[config.mk]
export PLATFORM = sky130hd
export DESIGN_NAME = nav_input_encoder_qualifier_core
export DESIGN_NICKNAME = d
export VERILOG_FILES = /design/src/nip_pkg.sv /design/src/nav_input_encoder_qualifier_core.sv
export SDC_FILE = /design/constraint.sdc
export NUM_CORES = 1
export LEC_CHECK = 0
export BUFFER_PORTS_ARGS = -buffer_cell sky130_fd_sc_hd__buf_2
export CAP_MARGIN = 30
export CORE_ASPECT_RATIO = 2
export CORE_MARGIN = 3
export CORE_UTILIZATION = 35
export CTS_CLUSTER_SIZE = 14
export DETAILED_ROUTE_END_ITERATION = 10
export PLACE_DENSITY_LB_ADDON = 0.1
export SLEW_MARGIN = 20
export SYNTH_ARGS = -nofsm -noshare
export SYNTH_HDL_FRONTEND = slang
export SYNTH_SLANG_ARGS = --single-unit
[constraint.sdc]
create_clock -name aclk -period 4.9 [get_ports aclk]
set_input_delay 0.735 -clock aclk [delete_from_list [all_inputs] [get_ports aclk]]
set_output_delay 0.735 -clock aclk [all_outputs]
set_load 0.03 [all_outputs]
[src/nip_pkg.sv]
// Shared types and constants for the navigation input encoder qualifier.
// Holds the command, step and action codes, the reset values and the result type.
// No dependencies.
`default_nettype none

package nip_pkg;

    localparam int unsigned TimeW      = 32;
    localparam int unsigned RepeatW    = 16;
    localparam int unsigned EncLockW   = 8;
    localparam int unsigned CfgIdxW    = 2;
    localparam int unsigned CfgDataW   = 16;

    localparam logic [CfgIdxW-1:0] CFG_REPEAT_LOCKOUT  = 2'd0;
    localparam logic [CfgIdxW-1:0] CFG_ENCODER_LOCKOUT = 2'd1;

    localparam logic [RepeatW-1:0]  REPEAT_LOCKOUT_RST  = 16'd200;
    localparam logic [EncLockW-1:0] ENCODER_LOCKOUT_RST = 8'd4;

    typedef enum logic [1:0] {
        CMD_READ_ACTION = 2'd0,
        CMD_FLUSH       = 2'd1,
        CMD_QUERY_UP    = 2'd2,
        CMD_QUERY_DOWN  = 2'd3
    } cmd_t;

    typedef enum logic [1:0] {
        STEP_NONE = 2'd0,
        STEP_UP   = 2'd1,
        STEP_DOWN = 2'd2
    } step_t;

    typedef enum logic [2:0] {
        ACT_NONE  = 3'd0,
        ACT_UP    = 3'd1,
        ACT_DOWN  = 3'd2,
        ACT_ENTER = 3'd3,
        ACT_BACK  = 3'd4
    } action_t;

    typedef struct packed {
        logic [2:0] action;
        logic       query_hit;
        logic       enter_held;
        logic       back_held;
    } result_t;

endpackage

`default_nettype wire

[src/nav_input_encoder_qualifier_core.sv]
// Top level of the navigation input encoder qualifier: button edge detection,
// encoder step capture with lockouts, and a two-entry output stage.
// Depends on nip_pkg.
//
// Throughput: one item per cycle while the skid register is empty; the
// next state is computed in the same cycle an item is accepted, so items
// may follow each other back to back. Reset: aresetn is synchronous and
// active low; it restores both lockout registers to their defaults and
// resets all qualifier state and the valid flags of the output stage.
`default_nettype none

module nav_input_encoder_qualifier_core (
    input  wire logic                          aclk,
    input  wire logic                          aresetn,

    // Configuration write port.
    input  wire logic                          cfg_wr_en,
    input  wire logic [nip_pkg::CfgIdxW-1:0]   cfg_index,
    input  wire logic [nip_pkg::CfgDataW-1:0]  cfg_wdata,

    // Input item channel.
    input  wire logic                          s_valid,
    output logic                               s_ready,
    input  wire logic [1:0]                    s_cmd,
    input  wire logic [nip_pkg::TimeW-1:0]     s_now_ms,
    input  wire logic                          s_enc_clk_level,
    input  wire logic                          s_enc_dt_level,
    input  wire logic                          s_back_level,
    input  wire logic                          s_up_level,
    input  wire logic                          s_down_level,
    input  wire logic                          s_ok_level,
    input  wire logic                          s_enc_switch_level,

    // Result item channel.
    output logic                               m_valid,
    input  wire logic                          m_ready,
    output logic [2:0]                         m_action,
    output logic                               m_query_hit,
    output logic                               m_enter_held,
    output logic                               m_back_held
);

    import nip_pkg::*;

    // Configuration registers.
    logic [RepeatW-1:0]  repeat_lockout_reg;
    logic [EncLockW-1:0] encoder_lockout_reg;

    // Qualifier state.
    logic             prev_clk_reg, prev_clk_next;
    step_t            pending_reg, pending_next;
    logic [TimeW-1:0] last_step_reg, last_step_next;
    logic [TimeW-1:0] last_action_reg, last_action_next;
    logic             back_was_reg, back_was_next;
    logic             up_was_reg, up_was_next;
    logic             down_was_reg, down_was_next;
    logic             enter_was_reg, enter_was_next;

    // Output stage: a result register plus a skid register so that a new item
    // is taken even while a finished result waits on the result channel.
    logic    out_valid_reg, out_valid_next;
    result_t out_data_reg, out_data_next;
    logic    skid_valid_reg, skid_valid_next;
    result_t skid_data_reg, skid_data_next;

    logic    in_accept;
    logic    out_accept;
    result_t result;

    // Decoded input item.
    cmd_t       cmd;
    logic       back_dn, up_dn, down_dn, enter_dn;
    logic       sample_enc;
    logic       clk_changed;
    logic       step_taken;
    step_t      pend_sampled;
    logic       prev_clk_sampled;
    logic [TimeW-1:0] step_elapsed;
    logic [TimeW-1:0] action_elapsed;
    logic       can_act;
    logic [2:0] action;
    logic       hit;
    logic       query_held;
    step_t      query_want;

    assign s_ready    = ~skid_valid_reg;
    assign in_accept  = s_valid & s_ready;
    assign out_accept = out_valid_reg & m_ready;

    assign cmd      = cmd_t'(s_cmd);
    assign back_dn  = ~s_back_level;
    assign up_dn    = ~s_up_level;
    assign down_dn  = ~s_down_level;
    assign enter_dn = ~s_ok_level | ~s_enc_switch_level;

    // The encoder is looked at on a read, and on a query only when the
    // queried button is not held; a flush never samples it.
    always_comb begin
        query_held = 1'b0;
        query_want = STEP_UP;
        sample_enc = 1'b0;
        unique case (cmd)
            CMD_READ_ACTION: begin
                sample_enc = 1'b1;
            end
            CMD_FLUSH: begin
                sample_enc = 1'b0;
            end
            CMD_QUERY_UP: begin
                query_held = up_dn;
                query_want = STEP_UP;
                sample_enc = ~up_dn;
            end
            CMD_QUERY_DOWN: begin
                query_held = down_dn;
                query_want = STEP_DOWN;
                sample_enc = ~down_dn;
            end
            default: begin
                sample_enc = 1'b0;
            end
        endcase
    end

    // Encoder step capture: a falling clock edge after the step lockout has
    // run out records a step whose direction follows the data line.
    assign step_elapsed     = s_now_ms - last_step_reg;
    assign clk_changed      = s_enc_clk_level != prev_clk_reg;
    assign step_taken       = sample_enc & clk_changed & ~s_enc_clk_level
                              & (step_elapsed > {{(TimeW-EncLockW){1'b0}}, encoder_lockout_reg});
    assign pend_sampled     = step_taken ? (s_enc_dt_level ? STEP_DOWN : STEP_UP) : pending_reg;
    assign prev_clk_sampled = (sample_enc & clk_changed) ? s_enc_clk_level : prev_clk_reg;

    // Time since the last emitted action, modulo 2^32.
    assign action_elapsed = s_now_ms - last_action_reg;
    assign can_act        = action_elapsed >= {{(TimeW-RepeatW){1'b0}}, repeat_lockout_reg};

    always_comb begin
        prev_clk_next    = prev_clk_sampled;
        pending_next     = pend_sampled;
        last_step_next   = step_taken ? s_now_ms : last_step_reg;
        last_action_next = last_action_reg;
        back_was_next    = back_was_reg;
        up_was_next      = up_was_reg;
        down_was_next    = down_was_reg;
        enter_was_next   = enter_was_reg;
        action           = ACT_NONE;
        hit              = 1'b0;

        unique case (cmd)
            CMD_READ_ACTION: begin
                // Press edges win over a pending encoder step, in the order
                // back, up, down, enter.
                if (can_act) begin
                    if (back_dn && !back_was_reg) begin
                        action = ACT_BACK;
                    end else if (up_dn && !up_was_reg) begin
                        action = ACT_UP;
                    end else if (down_dn && !down_was_reg) begin
                        action = ACT_DOWN;
                    end else if (enter_dn && !enter_was_reg) begin
                        action = ACT_ENTER;
                    end else if (pend_sampled == STEP_UP) begin
                        action       = ACT_UP;
                        pending_next = STEP_NONE;
                    end else if (pend_sampled == STEP_DOWN) begin
                        action       = ACT_DOWN;
                        pending_next = STEP_NONE;
                    end
                end
                back_was_next  = back_dn;
                up_was_next    = up_dn;
                down_was_next  = down_dn;
                enter_was_next = enter_dn;
                if (action != ACT_NONE) begin
                    last_action_next = s_now_ms;
                end
            end
            CMD_FLUSH: begin
                // Resynchronize to the current line levels.
                pending_next     = STEP_NONE;
                prev_clk_next    = s_enc_clk_level;
                back_was_next    = back_dn;
                up_was_next      = up_dn;
                down_was_next    = down_dn;
                enter_was_next   = enter_dn;
                last_action_next = s_now_ms;
            end
            CMD_QUERY_UP, CMD_QUERY_DOWN: begin
                // A held button answers at once and leaves the state alone;
                // otherwise a matching pending step is consumed.
                if (query_held) begin
                    hit = 1'b1;
                end else if (pend_sampled == query_want) begin
                    hit              = 1'b1;
                    pending_next     = STEP_NONE;
                    last_action_next = s_now_ms;
                end
            end
            default: begin
                hit = 1'b0;
            end
        endcase
    end

    always_comb begin
        result.action     = action;
        result.query_hit  = hit;
        result.enter_held = enter_dn;
        result.back_held  = back_dn;
    end

    // Output stage steering. A new result goes to the result register when it
    // is empty or being drained and the skid register is empty; otherwise it
    // lands in the skid register, which refills the result register later.
    always_comb begin
        out_valid_next  = out_valid_reg;
        out_data_next   = out_data_reg;
        skid_valid_next = skid_valid_reg;
        skid_data_next  = skid_data_reg;
        if (out_accept) begin
            out_valid_next = 1'b0;
        end
        if (out_accept && skid_valid_reg) begin
            out_valid_next  = 1'b1;
            out_data_next   = skid_data_reg;
            skid_valid_next = 1'b0;
        end
        if (in_accept) begin
            if (!out_valid_next) begin
                out_valid_next = 1'b1;
                out_data_next  = result;
            end else begin
                skid_valid_next = 1'b1;
                skid_data_next  = result;
            end
        end
    end

    always_ff @(posedge aclk) begin
        if (!aresetn) begin
            repeat_lockout_reg  <= REPEAT_LOCKOUT_RST;
            encoder_lockout_reg <= ENCODER_LOCKOUT_RST;
        end else if (cfg_wr_en) begin
            if (cfg_index == CFG_REPEAT_LOCKOUT) begin
                repeat_lockout_reg <= cfg_wdata[RepeatW-1:0];
            end else if (cfg_index == CFG_ENCODER_LOCKOUT) begin
                encoder_lockout_reg <= cfg_wdata[EncLockW-1:0];
            end
        end
    end

    always_ff @(posedge aclk) begin
        if (!aresetn) begin
            prev_clk_reg    <= 1'b1;
            pending_reg     <= STEP_NONE;
            last_step_reg   <= '0;
            last_action_reg <= '0;
            back_was_reg    <= 1'b0;
            up_was_reg      <= 1'b0;
            down_was_reg    <= 1'b0;
            enter_was_reg   <= 1'b0;
        end else if (in_accept) begin
            prev_clk_reg    <= prev_clk_next;
            pending_reg     <= pending_next;
            last_step_reg   <= last_step_next;
            last_action_reg <= last_action_next;
            back_was_reg    <= back_was_next;
            up_was_reg      <= up_was_next;
            down_was_reg    <= down_was_next;
            enter_was_reg   <= enter_was_next;
        end
    end

    always_ff @(posedge aclk) begin
        if (!aresetn) begin
            out_valid_reg  <= 1'b0;
            skid_valid_reg <= 1'b0;
        end else begin
            out_valid_reg  <= out_valid_next;
            skid_valid_reg <= skid_valid_next;
        end
    end

    always_ff @(posedge aclk) begin
        out_data_reg  <= out_data_next;
        skid_data_reg <= skid_data_next;
    end

    assign m_valid      = out_valid_reg;
    assign m_action     = out_data_reg.action;
    assign m_query_hit  = out_data_reg.query_hit;
    assign m_enter_held = out_data_reg.enter_held;
    assign m_back_held  = out_data_reg.back_held;

endmodule

`default_nettype wire
* Word-level counts from Yosys, hierarchy flattened *
Cells that the tools add are included.

cells by class
  $add $sub $neg = 2
  $lt $le $gt $ge = 2
  equality and inequality tests = 11
  mux-type cells = 42
  bitwise gates (word level) = 14
  reduce and logical (&&, ||, !) cells = 22

operator list
  operator              count
  $mux W32              3
  $pmux W32 S3          1
  $sub A32 B32 Y32      2
  $mux W2               17
  $ge A32 B16 Y1        1
  $gt A32 B8 Y1         1
  $mux W6               3
  $mux W3               4
  $mux W1               11
  $reduce_and A2 Y1     5
  $not A1 Y1            8
  $eq A2 B1 Y1 const B  3
  $eq A2 B2 Y1 const B  3
  $ne A2 B2 Y1 const B  3
  $pmux W2 S3           1
  $and A1 B1 Y1         5
  $logic_and A1 B1 Y1   5
  $logic_not A1 Y1      4
  $logic_not A2 Y1      2
  $pmux W1 S4           1
  $reduce_and A4 Y1     1
  $reduce_or A2 Y1      2
  $reduce_and A3 Y1     1
  $reduce_bool A3 Y1    1
  5 further kinds       5

word-level totals
  flip-flop bits (word level) = 109
  bits of input ports = 64
  output and inout port bits = 8

* Depth between registers and ports, before layout *
Gate-level depths: netlist of the first run.

  depth after elaboration = 18
  gate-level depth with buffers = 27
  gate-level depth less buffers = 26

* Least setup slack after synthesis of the first run *
No wires, ideal clock.

  path kind = input port to flip-flop
  start = input s_now_ms[0] (netlist name)
  end = register last_action_reg[2]
  library setup time = 118 ps
  arrival = 4,981 ps
  required time = 4,782 ps
  path slack = -199 ps
  stages = 26
  cell sequence = inv_1 -> ha_1 -> inv_1 -> fa_1 -> a21oi_1 -> o21ai_0 -> a21oi_1 -> o21bai_1 -> a21oi_1 -> o21bai_1 -> a21oi_1 -> xnor2_1 -> ha_1 -> a21o_1 -> a211oi_1 -> a311oi_1 -> a2111oi_0 -> o2111ai_1 -> nor4_1 -> nand4_1 -> nor4_1 -> nand2_1 -> and4b_1 -> buf_6 -> buf_12 -> mux2i_1

between the ends
  word-level cells in the longest chain between the ends = 16
  elaborated cells between the ends (all ways) = 21
  classes of those cells = add/sub (2); order compare (2); eq/ne (5); mux (9); bitwise (1); reduce/logical (2)

ends and longest elaborated chain
  what                                    line                                     text
  from (decl)                             nav_input_encoder_qualifier_core.sv:25   input wire logic [nip_pkg::TimeW-1:0] s_now_ms,
  $sub A32 B32 Y32                        nav_input_encoder_qualifier_core.sv:127  assign step_elapsed = s_now_ms - last_step_reg;
  $gt A32 B8 Y1                           nav_input_encoder_qualifier_core.sv:130  & (step_elapsed > {{(TimeW-EncLockW){1'b0}}, encoder_lockout_reg});
  $and A1 B1 Y1                           nav_input_encoder_qualifier_core.sv:130
  $mux W2                                 nav_input_encoder_qualifier_core.sv:131  assign pend_sampled = step_taken ? (s_enc_dt_level ? STEP_DOWN : STEP_UP) : pending_reg;
  $eq A2 B2 Y1                            nav_input_encoder_qualifier_core.sv:166  end else if (pend_sampled == STEP_DOWN) begin
  $mux W2                                 nav_input_encoder_qualifier_core.sv:166
  $mux W2                                 nav_input_encoder_qualifier_core.sv:163  end else if (pend_sampled == STEP_UP) begin
  $mux W2                                 nav_input_encoder_qualifier_core.sv:161  end else if (enter_dn && !enter_was_reg) begin
  $mux W2                                 nav_input_encoder_qualifier_core.sv:159  end else if (down_dn && !down_was_reg) begin
  $mux W2                                 nav_input_encoder_qualifier_core.sv:157  end else if (up_dn && !up_was_reg) begin
  $mux W3                                 nav_input_encoder_qualifier_core.sv:155  if (back_dn && !back_was_reg) begin
  $mux W3                                 nav_input_encoder_qualifier_core.sv:154  if (can_act) begin
  $mux W3                                 nav_input_encoder_qualifier_core.sv:150  unique case (cmd)
  $reduce_bool A3 Y1                      nav_input_encoder_qualifier_core.sv:175  if (action != ACT_NONE) begin
  $ne A2 B2 Y1 (no source line)           -
  $reduce_and A4 Y1 (no source line) (*)  -
  to (signal assigned)                    nav_input_encoder_qualifier_core.sv:267  last_action_reg <= last_action_next;
  to (decl)                               nav_input_encoder_qualifier_core.sv:53   logic [TimeW-1:0] last_action_reg, last_action_next;

Every way passes the cells marked *; elsewhere a longest branch is shown, timed or not. The select of a mux whose other input is x is not followed.
A chain may end at the register's enable or synchronous reset.

* Final worst setup path of the first run *
  start = input s_now_ms[5] (netlist name)
  end = register last_action_reg[1]

The elaborated chain is that of the path after synthesis.

==> results of run 1 <==
-- critical path, delay by kind of cell --
kind,cells,cell delay [ns]
simple gates,7,1.60
buf+inv,4,0.63
compound gates,9,1.63
mux,1,0.11
xor+xnor,1,0.16
fa+ha+maj,2,0.36
-- where the power goes --
| part | switching, uW | total [uW] | internal [uW] |
|---|---|---|---|
| Combinational | 613 | 1120 | 502 |
| Clock | 389 | 744 | 355 |
| Sequential | 24.0 | 961 | 937 |
-- logic make-up (layout without fill, tap and decap cells) --
group	after synthesis	count (layout)	synth area share [%]
DFF	109	109	23.9
adders and majority gates	88	88	11.9
xor gates and xnor gates	39	39	3.64
muxes	88	88	9.56
other	0	1	0
and+or+nand+nor	391	391	20.5
AOI/OAI and AO/OA	298	298	21.8
buffers and inverters	165	343	8.72
-- path summary, 6_finish.rpt --
path,start,cells after the start,to
hold / removal,last_action_reg[12],2,last_action_reg[12]
setup / recovery,s_now_ms[5],24,last_action_reg[1]
setup reg to reg,last_action_reg[6],24,last_action_reg[1]
hold reg to reg,last_action_reg[12],2,last_action_reg[12]
-- final cells by class --
class / instances / area share, %
Inverter: 112 / 3.63
Timing Repair Buffer: 215 / 13.9
Tap cell: 344 / 3.69
Clock inverter: 6 / 0.461
Antenna cell: 1 / 0.0215
Clock buffer: 10 / 1.96
Sequential cell: 109 / 19.2
Multi-Input combinational cell: 904 / 57.1
-- timing repair --
item	4_1_cts	5_1_grt
resized for setup	21	48
setup endpoints to repair	71	66
cloned	3	0
buffers inserted	15	2
pin swaps	29	34
-- layout by cell type (no fill, tap or decap), types with 9 or more instances in the layout --
cell / n
nor2_1: 47
inv_1: 109
o21a_1: 12
o31ai_1: 10
ha_4: 10
ha_1: 75
clkbuf_16: 9
o21ai_1: 9
nand3_1: 18
o211ai_1: 15
nand2_1: 176
nand4_1: 22
nor2b_1: 49
o21ai_0: 39
dfxtp_1: 101
xor2_1: 18
nand2b_1: 11
a21boi_0: 17
xnor2_1: 20
buf_2: 64
a21o_1: 29
a21oi_1: 67
buf_4: 135
nor3_1: 14
mux2i_1: 83
a31oi_1: 10
-- metrics by stage --
stage | utilization [%] | hold WS [ns] | std cells | area [um2]
floorplan | - | 0.434 | 1178 | 9480
global placement | 41.2 | 0.442 | 1664 | 10900
detailed placement | 41.2 | 0.450 | 1665 | 10900
CTS | 43.5 | 0.461 | 1699 | 11500
global route | 44.2 | 0.483 | 1700 | 11700
finish | 44.2 | 0.460 | 1701 | 11700
-- metal layers --
layer	track usage (%)	share of wire (%)	vias to the layer above
met5	0	0.032	-
met4	8.19	3.3	2
met3	3.07	3.0	51
met2	44.9	58	164
met1	21.1	35	4259
li1	-	-	4506
==> run_results.csv, run 1 <==
group,metric,value,unit
sta,final-hold-violation-count,0,
sta,finalCriticalPeriod,5.00,ns
power,p_per_area,242,nW/um2
layout,synthToLayoutAreaGrowth,24.3,%
power,p_total,2820,uW
synthesis,synth_edf_count,6,
sta,max_freq,0.200,GHz
worst_setup_path,cp_slowest_cell,"or4_4",
placed_design,gp_congestion,0.904,
synthesis,synth_area,9390,um2
grt,grt_overflow_total,0,
drt,wirelength,31300,um
layout,fillerInstances,2757,
clocking,cts_buffers,9,
placed_design,dpl.hpwl,25300,um
synthesis,synth_most_common_cell,"nand2_1",
layout,multi_input_area,6660,um2
outcome,violations,"negative setup slack",
sta,setup_ws,-0.0997,ns
drt,firstDrtPassIters,6,
clocking,clk_pin_slew,0.07,ns
synthesis,ys_seq_area_share,23.9,%
clocking,cts_sinks,109,
sta,fin_setup_tns,-2.32,ns
grt,grt_pass1_wl,49100,um
sta,finalCritPeriodShare,102,%
floorplan,core_area,26400,um2
sta,skew,0.0172,ns
worst_setup_path,critPathMaxStageDelay,0.56,ns
drt,post_drt_wl_per_cell,18.4,um
worst_setup_path,worstPathMaxFanout,8,
worst_hold_path,hp-class,"flop to flop",
clocking,clk_latency,0.38,ns
synthesis,synthArstFlopShare,0,%
grt,grt_pass1_vias,9134,
clocking,hold_buffers,0,
sta,worst_slew_pin_slew,0.854,ns
placed_design,preCtsSetupSlack,-0.860,ns
clocking,cts_tree,"built",
layout,layout.nets,1503,
power,p_leak,0.00478,uW
worst_setup_path,crit_chain,"buf_4 -> ha_4 -> a21oi_4 -> o21ai_1 -> a221o_1 -> o211ai_1 -> a31oi_1 -> nand2b_1 -> xor2_1 -> ha_2 -> a21oi_2 -> o2111ai_2 -> or4_4 -> a2111oi_4 -> o2111ai_2 -> nor4_2 -> nand4_1 -> nor4_2 -> buf_4 -> nand2_2 -> and4b_4 -> buf_12 -> buf_16 -> mux2i_1",
drt,drt_iter0_drc,351,
synthesis,synth_cell_types,88,
worst_setup_path,cp-start-kind,"input port",
synthesis,synth_nets,1330,
worst_setup_path,crit_arrival,5.26,ns
grt,grt_use_total,21.9,%
layout,regArea,2240,um2
worst_setup_path,path_class,"input port to flop",
synthesis,yosys_warnings,0,
outcome,status,"finished, violations left",
worst_setup_path,cp.required,5.16,ns
grt,grt_max_degree,79,
synthesis,yosysTopAreaCell,"dfxtp_1",
floorplan,die_w,122,um
synthesis,synthTopCellsByArea,"dfxtp_1 22%, ha_1 11%, mux2i_1 9.0%, nand2_1 7.1%, inv_1 4.5%",
clocking,clock-root-buffer,"clkbuf_16",
sta,rsz0062_at_grt,"true",
sta,maxSlewHeadroom,43.1,%
synthesis,netlist.area_leader.share,22.0,%
worst_setup_path,reg2reg_slack,-0.04,ns
drt,via_per_inst,5.28,
synthesis,ys_ff_latch,109,
sta,setup_viol_count_final,30,
floorplan,initial_core_util,35.6,%
floorplan,rows,84,
synthesis,ys.flop_type,"dfxtp_1",
floorplan,ios,72,
synthesis,synth_common_cells,"177 x nand2_1, 112 x inv_1, 103 x dfxtp_1",
placed_design,io_buffer_count,71,
synthesis,avgSynthCellArea,7.97,um2
drt,final_antenna_net_count,0,
floorplan,dieArea,28900,um2
worst_setup_path,end_kind,"flop",
layout,drive_above_1_share,23.0,%
sta,slew_viol_final,0,
floorplan,die_h,238,um
clocking,clockBufferDepth,2,
synthesis,syn_inst,1178,
drt,num_vias,8982,
run,cap_violations,0,
power,vdd_ir_drop_max,0.000244,V
grt,antenna_found_initial,1,
drt,drc_errors,0,
clocking,htreeDepth,3,
Power figures use the tool's default switching activity.
==> run 2: changes to the inputs <==
--- a/config.mk
+++ b/config.mk
@@ -13,6 +13,7 @@
 export CTS_CLUSTER_SIZE = 14
 export DETAILED_ROUTE_END_ITERATION = 10
 export PLACE_DENSITY_LB_ADDON = 0.1
+export SKIP_CTS_REPAIR_TIMING = 1
 export SLEW_MARGIN = 20
 export SYNTH_ARGS = -nofsm -noshare
 export SYNTH_HDL_FRONTEND = slang
==> run_results.csv, run 2 (synthesis results as in run 1) <==
group,metric,value,unit
grt,antenna_found_initial,2,
outcome,violations,"negative setup slack",
power,p_leak,0.00469,uW
drt,via_per_inst,5.29,
worst_setup_path,crit_family,"simple AND/OR/NAND/NOR gates",
worst_setup_path,cp-startpoint,"s_now_ms[0]",
clocking,cts_sinks,109,
clocking,cts_tree,"built",
clocking,cts_buffers,9,
drt,drc_errors,0,
drt,firstDrtPassIters,5,
worst_setup_path,timing.rr.end,"last_action_reg[30]",
clocking,clockBufferDepth,2,
clocking,clk_pin_slew,0.07,ns
sta,rsz0062_at_grt,"true",
sta,setup_viol_count_final,36,
layout,layout.nets,1490,
worst_hold_path,min_from,"last_action_reg[12]",
layout,fillerInstances,2775,
power,switching_share,36.4,%
floorplan,ios,72,
worst_hold_path,hp-class,"flop to flop",
layout,synthToLayoutAreaGrowth,21.2,%
power,p_per_area,244,nW/um2
layout,drive_above_1_share,20.9,%
worst_setup_path,cp-start-kind,"input port",
grt,grt_overflow_total,0,
placed_design,dpl.hpwl,25300,um
worst_hold_path,hold_end,"last_action_reg[12]",
floorplan,die_w,122,um
sta,slew_viol_final,0,
placed_design,gp_congestion,0.904,
worst_setup_path,cp_slowest_cell,"or4_4",
sta,skew,0.0159,ns
worst_setup_path,path_class,"input port to flop",
grt,grt_pass1_vias,8986,
power,pwr-share-seq,34.6,%
grt,grt_use_total,21.3,%
worst_setup_path,crit_arrival,5.33,ns
placed_design,place_area,10900,um2
sta,max_freq,0.199,GHz
floorplan,die_h,238,um
sta,maxSlewHeadroom,43.3,%
outcome,status,"finished, violations left",
clocking,clock-root-buffer,"clkbuf_16",
sta,holdWs,0.462,ns
layout,final_common_cell,"nand2_1",
sta,finalCriticalPeriod,5.03,ns
drt,num_vias,8943,
power,combPwrFrac,38.6,%
run,cap_violations,0,
power,p_total,2780,uW
worst_setup_path,crit_buf_inv,5,
floorplan,rows,84,
worst_setup_path,reg2reg_slack,0.01,ns
worst_setup_path,end_kind,"flop",
floorplan,core_area,26400,um2
power,clock_power_share,26.8,%
grt,grt_pass1_wl,47900,um
drt,post_drt_wl_per_cell,18.3,um
power,p_sw,1010,uW
clocking,clk_latency,0.38,ns
grt,grt_max_degree,79,
worst_setup_path,cp.required,5.20,ns
worst_setup_path,rr_worst_depth,24,
sta,finalCritPeriodShare,103,%
placed_design,io_buffer_count,71,
power,intPower,1760,uW
sta,fin_setup_tns,-3.44,ns
worst_setup_path,critPathMaxStageDelay,0.56,ns
worst_setup_path,crit_chain,"buf_8 -> inv_4 -> buf_4 -> ha_1 -> fa_2 -> nand2b_4 -> a21oi_2 -> or2_1 -> xor2_1 -> ha_1 -> nand4_1 -> a21oi_1 -> o22ai_2 -> nand4b_1 -> or4_4 -> nor4_4 -> and4_1 -> buf_4 -> nor2b_1 -> o21bai_1 -> nand4b_1 -> and4b_4 -> buf_12 -> mux2i_2",
sta,final-hold-violation-count,0,
worst_setup_path,worstPathMaxFanout,8,
sta,setup_ws,-0.129,ns
worst_setup_path,critical_path.reg2reg.startpoint,"last_action_reg[0]",
sta,worst_slew_pin_slew,0.851,ns
drt,drt_iter0_drc,363,
power,vdd_ir_drop_max,0.000242,V
layout,final_area,11400,um2
drt,wirelength,30900,um
worst_hold_path,holdPathStages,2,
floorplan,dieArea,28900,um2
layout,final_cell_mix,"176 x nand2_1, 122 x buf_4, 110 x inv_1",
drt,final_antenna_net_count,0,
floorplan,initial_core_util,35.6,%
clocking,htreeDepth,3,
==> run 2: cell types whose count changed in the layout (fill, tap and decap cells not counted), moves of 3 or more <==
cell / delta
buf_16: -3
buf_4: -13
buf_2: +5
buf_6: -3
ha_4: -5
o21ai_0: +3
ha_1: +6
==> run 2: final cells by class <==
| type | instances | area [um2] | area share [%] |
|---|---|---|---|
| repair buffers | 202 | 1450 | 12.8 |
| clock buffers | 10 | 229 | 2.01 |
| inverters | 112 | 423 | 3.72 |
| diodes | 2 | 5.00 | 0.0440 |
| well taps | 344 | 430 | 3.78 |
| clock inverters | 6 | 53.8 | 0.473 |
| flip-flops and latches | 109 | 2240 | 19.7 |
| multi-input cells | 904 | 6540 | 57.5 |
==> run 2: per-stage QoR <==
step | utilization (%) | std cells | worst slack (ns)
4_1_cts | 42.3 | 1681 | -0.496
6_report | 43.1 | 1689 | -0.129
5_1_grt | 43.1 | 1687 | -0.373
3_5_place_dp | 41.2 | 1665 | -0.860
3_3_place_gp | 41.2 | 1664 | -0.684
2_1_floorplan | - | 1178 | 0.000815
==> run 2: worst max path at each step <==
| stage | endpoint | slack [ns] | cells past startpoint |
|---|---|---|---|
| after floorplan | last_action_reg[10] | 0.0008 | 23 |
| after global placement | last_action_reg[25] | -0.68 | 24 |
| after detailed placement | last_action_reg[26] | -0.86 | 24 |
| after CTS | last_action_reg[26] | -0.50 | 24 |
| after global routing | last_action_reg[30] | -0.37 | 26 |
| final | last_action_reg[30] | -0.13 | 24 |
==> run 2: worst reg2reg max path, cell delays in order, from the launching register on <==
cell       delay, ns
dfxtp_1         0.41
ha_4            0.16
inv_2           0.03
fa_2            0.35
a21oi_2         0.17
o21ai_2         0.10
a221oi_2        0.32
nor2b_1         0.10
nor2_1          0.14
o21ai_1         0.08
xor2_1          0.17
ha_1            0.30
nor2b_1         0.13
o21ai_1         0.18
o41ai_2         0.11
a2111oi_2       0.38
o2111ai_2       0.18
nor4_2          0.25
nand4_1         0.14
nor4_2          0.23
buf_4           0.20
nand2_2         0.05
and4b_4         0.26
buf_12          0.17
mux2i_2         0.16
==> run 2: power groups by stage <==
stage,registers (uW),logic (uW),clock network (uW)
2_1_floorplan,988,670,0
3_3_place_gp,981,1030,0
3_5_place_dp,981,1030,0
4_1_cts,961,1040,777
5_1_grt,966,1180,804
6_report,960,1070,744
==> run 2: routing by layer <==
metal	vias up	part of all wire [%]	wire [um]	global-route usage, %
met3	50	2.8	852	3.02
met1	4246	36	11000	20.5
met4	2	2.8	858	7.34
li1	4484	-	-	-
met5	-	0.029	9	0
met2	161	59	18200	44.1
==> run 3: changes to the inputs <==
--- a/config.mk
+++ b/config.mk
@@ -6,12 +6,12 @@
 export NUM_CORES = 1
 export LEC_CHECK = 0
 export BUFFER_PORTS_ARGS = -buffer_cell sky130_fd_sc_hd__buf_2
-export CAP_MARGIN = 30
 export CORE_ASPECT_RATIO = 2
 export CORE_MARGIN = 3
 export CORE_UTILIZATION = 35
 export CTS_CLUSTER_SIZE = 14
 export DETAILED_ROUTE_END_ITERATION = 10
+export MAX_ROUTING_LAYER = met4
 export PLACE_DENSITY_LB_ADDON = 0.1
 export SKIP_CTS_REPAIR_TIMING = 1
 export SLEW_MARGIN = 20
==> run_results.csv, run 3 (synthesis results as in run 1) <==
group,metric,value,unit
worst_setup_path,crit_chain,"buf_8 -> inv_6 -> buf_6 -> ha_4 -> fa_2 -> nand2b_4 -> a21oi_4 -> or2_4 -> xor2_2 -> ha_1 -> nand4_1 -> o22ai_2 -> nand4b_1 -> or4_4 -> nor4_4 -> and4_4 -> buf_6 -> nor2b_1 -> o21bai_1 -> nand4b_1 -> and4b_4 -> clkbuf_16 -> mux2i_1",
grt,grt_pass1_vias,9053,
power,p_per_area,241,nW/um2
floorplan,die_h,238,um
worst_setup_path,timing.rr.end,"last_action_reg[1]",
grt,grt_max_degree,89,
floorplan,dieArea,28900,um2
placed_design,dp_cells,1667,
worst_setup_path,critPathMaxStageDelay,0.57,ns
power,clock_power_share,26.6,%
floorplan,rows,84,
grt,grt_overflow_total,0,
clocking,clk_pin_slew,0.08,ns
layout,fin_util,43.9,%
drt,num_vias,8957,
layout,multi_input_area,6600,um2
layout,synthToLayoutAreaGrowth,23.4,%
clocking,cts_buffers,9,
worst_hold_path,holdPathStages,2,
clocking,clk_latency,0.38,ns
worst_setup_path,path_class,"input port to flop",
worst_setup_path,cp-startpoint,"s_now_ms[0]",
sta,slew_viol_final,0,
worst_hold_path,hp-class,"flop to flop",
floorplan,core_area,26400,um2
drt,drt_iter0_drc,381,
outcome,violations,"negative setup slack",
sta,final-hold-violation-count,0,
layout,regArea,2240,um2
clocking,htreeDepth,3,
layout,final_common_cell,"nand2_1",
layout,drive_above_1_share,22.3,%
worst_hold_path,min_from,"last_action_reg[12]",
power,pwr-share-seq,34.4,%
floorplan,ios,72,
power,p_sw,1020,uW
sta,finalCriticalPeriod,5.14,ns
layout,layout.nets,1506,
drt,final_antenna_net_count,0,
worst_setup_path,cp.depth,23,
placed_design,dpl.hpwl,25700,um
clocking,clockBufferDepth,2,
power,combPwrFrac,39.0,%
power,vdd_ir_drop_max,0.000266,V
worst_setup_path,cp.required,5.21,ns
worst_setup_path,end_kind,"flop",
drt,drc_errors,0,
sta,rsz0062_at_grt,"true",
drt,wirelength,31700,um
worst_setup_path,critical_path.reg2reg.startpoint,"last_action_reg[0]",
layout,stdcell_count,1706,
sta,fin_setup_tns,-7.10,ns
worst_setup_path,crit_arrival,5.45,ns
layout,final_cell_mix,"176 x nand2_1, 133 x buf_4, 110 x inv_1",
worst_setup_path,cp-start-kind,"input port",
floorplan,initial_core_util,35.6,%
run,cap_violations,0,
worst_setup_path,reg2reg_slack,-0.02,ns
drt,via_per_inst,5.25,
placed_design,gp_congestion,0.921,
placed_design,preCtsSetupSlack,-1.34,ns
sta,maxSlewHeadroom,41.1,%
sta,worst_slew_pin_slew,0.883,ns
power,intPower,1780,uW
clocking,cts_sinks,109,
sta,setup_ws,-0.243,ns
outcome,status,"finished, violations left",
grt,grt_pass1_wl,48100,um
clocking,clock-root-buffer,"clkbuf_16",
sta,finalCritPeriodShare,105,%
worst_setup_path,cp_slowest_cell,"or4_4",
worst_setup_path,rr_worst_depth,24,
layout,fillerInstances,2751,
clocking,cts_tree,"built",
sta,max_freq,0.194,GHz
grt,antenna_found_initial,3,
worst_setup_path,crit_buf_inv,5,
sta,skew,0.00984,ns
worst_hold_path,hold_end,"last_action_reg[12]",
power,p_leak,0.00478,uW
power,switching_share,36.4,%
sta,holdWs,0.460,ns
drt,post_drt_wl_per_cell,18.6,um
worst_setup_path,worstPathMaxFanout,8,
drt,firstDrtPassIters,4,
placed_design,io_buffer_count,71,
floorplan,die_w,122,um
sta,setup_viol_count_final,37,
grt,grt_use_total,22.1,%
worst_setup_path,crit_family,"simple AND/OR/NAND/NOR gates",
run 3: cell count changes in the layout (fill, tap and decap cells not counted), moves of 2 or more:
cell,previous run,this run
and3_1,5,3
and3_4,0,2
buf_4,122,133
buf_6,4,6
ha_1,81,78
ha_4,5,8
inv_6,2,4
run 3: how the worst max path moves through the flow:
stage                     slack, ns             endpoint
after floorplan              0.0008  last_action_reg[10]
after global placement        -1.32  last_action_reg[23]
after detailed placement      -1.34  last_action_reg[25]
after CTS                     -0.94   last_action_reg[5]
after global routing          -0.41   last_action_reg[1]
final                         -0.24  last_action_reg[14]
run 3: stage by stage:
step / area (um2) / power, uW
6_report: 11600 / 2790
3_3_place_gp: 10900 / 2020
5_1_grt: 11600 / 2960
3_5_place_dp: 10900 / 2020
2_1_floorplan: 9480 / 1660
4_1_cts: 11200 / 2780
run 3: tightest hold or removal path, stage by stage (launching register included):
cell and delay, ns:
dfxtp_1 0.31, nand2_1 0.05, mux2i_1 0.05
run 3: power groups by stage:
stage / registers, uW / logic [uW] / clock network (uW)
after floorplan: 988 / 670 / 0
after global placement: 980 / 1040 / 0
after detailed placement: 980 / 1040 / 0
after CTS: 960 / 1040 / 773
after global routing: 965 / 1200 / 795
final: 960 / 1090 / 742
run 3: final cells by class:
class	instances	share of cell area, %
sequential	109	19.4
clock buffer	10	1.98
tap	344	3.72
multi-input combinational	905	57.0
antenna	3	0.0648
timing repair buffer	217	13.8
inverter	112	3.67
clock inverter	6	0.464
run 3: metal layers:
layer	GRT usage, %	up-vias	routed length, um
met3	2.48	68	806
met5	-	-	0
met1	20.9	4197	11400
li1	-	4539	-
met2	42.7	153	17900
met4	11.4	0	1550
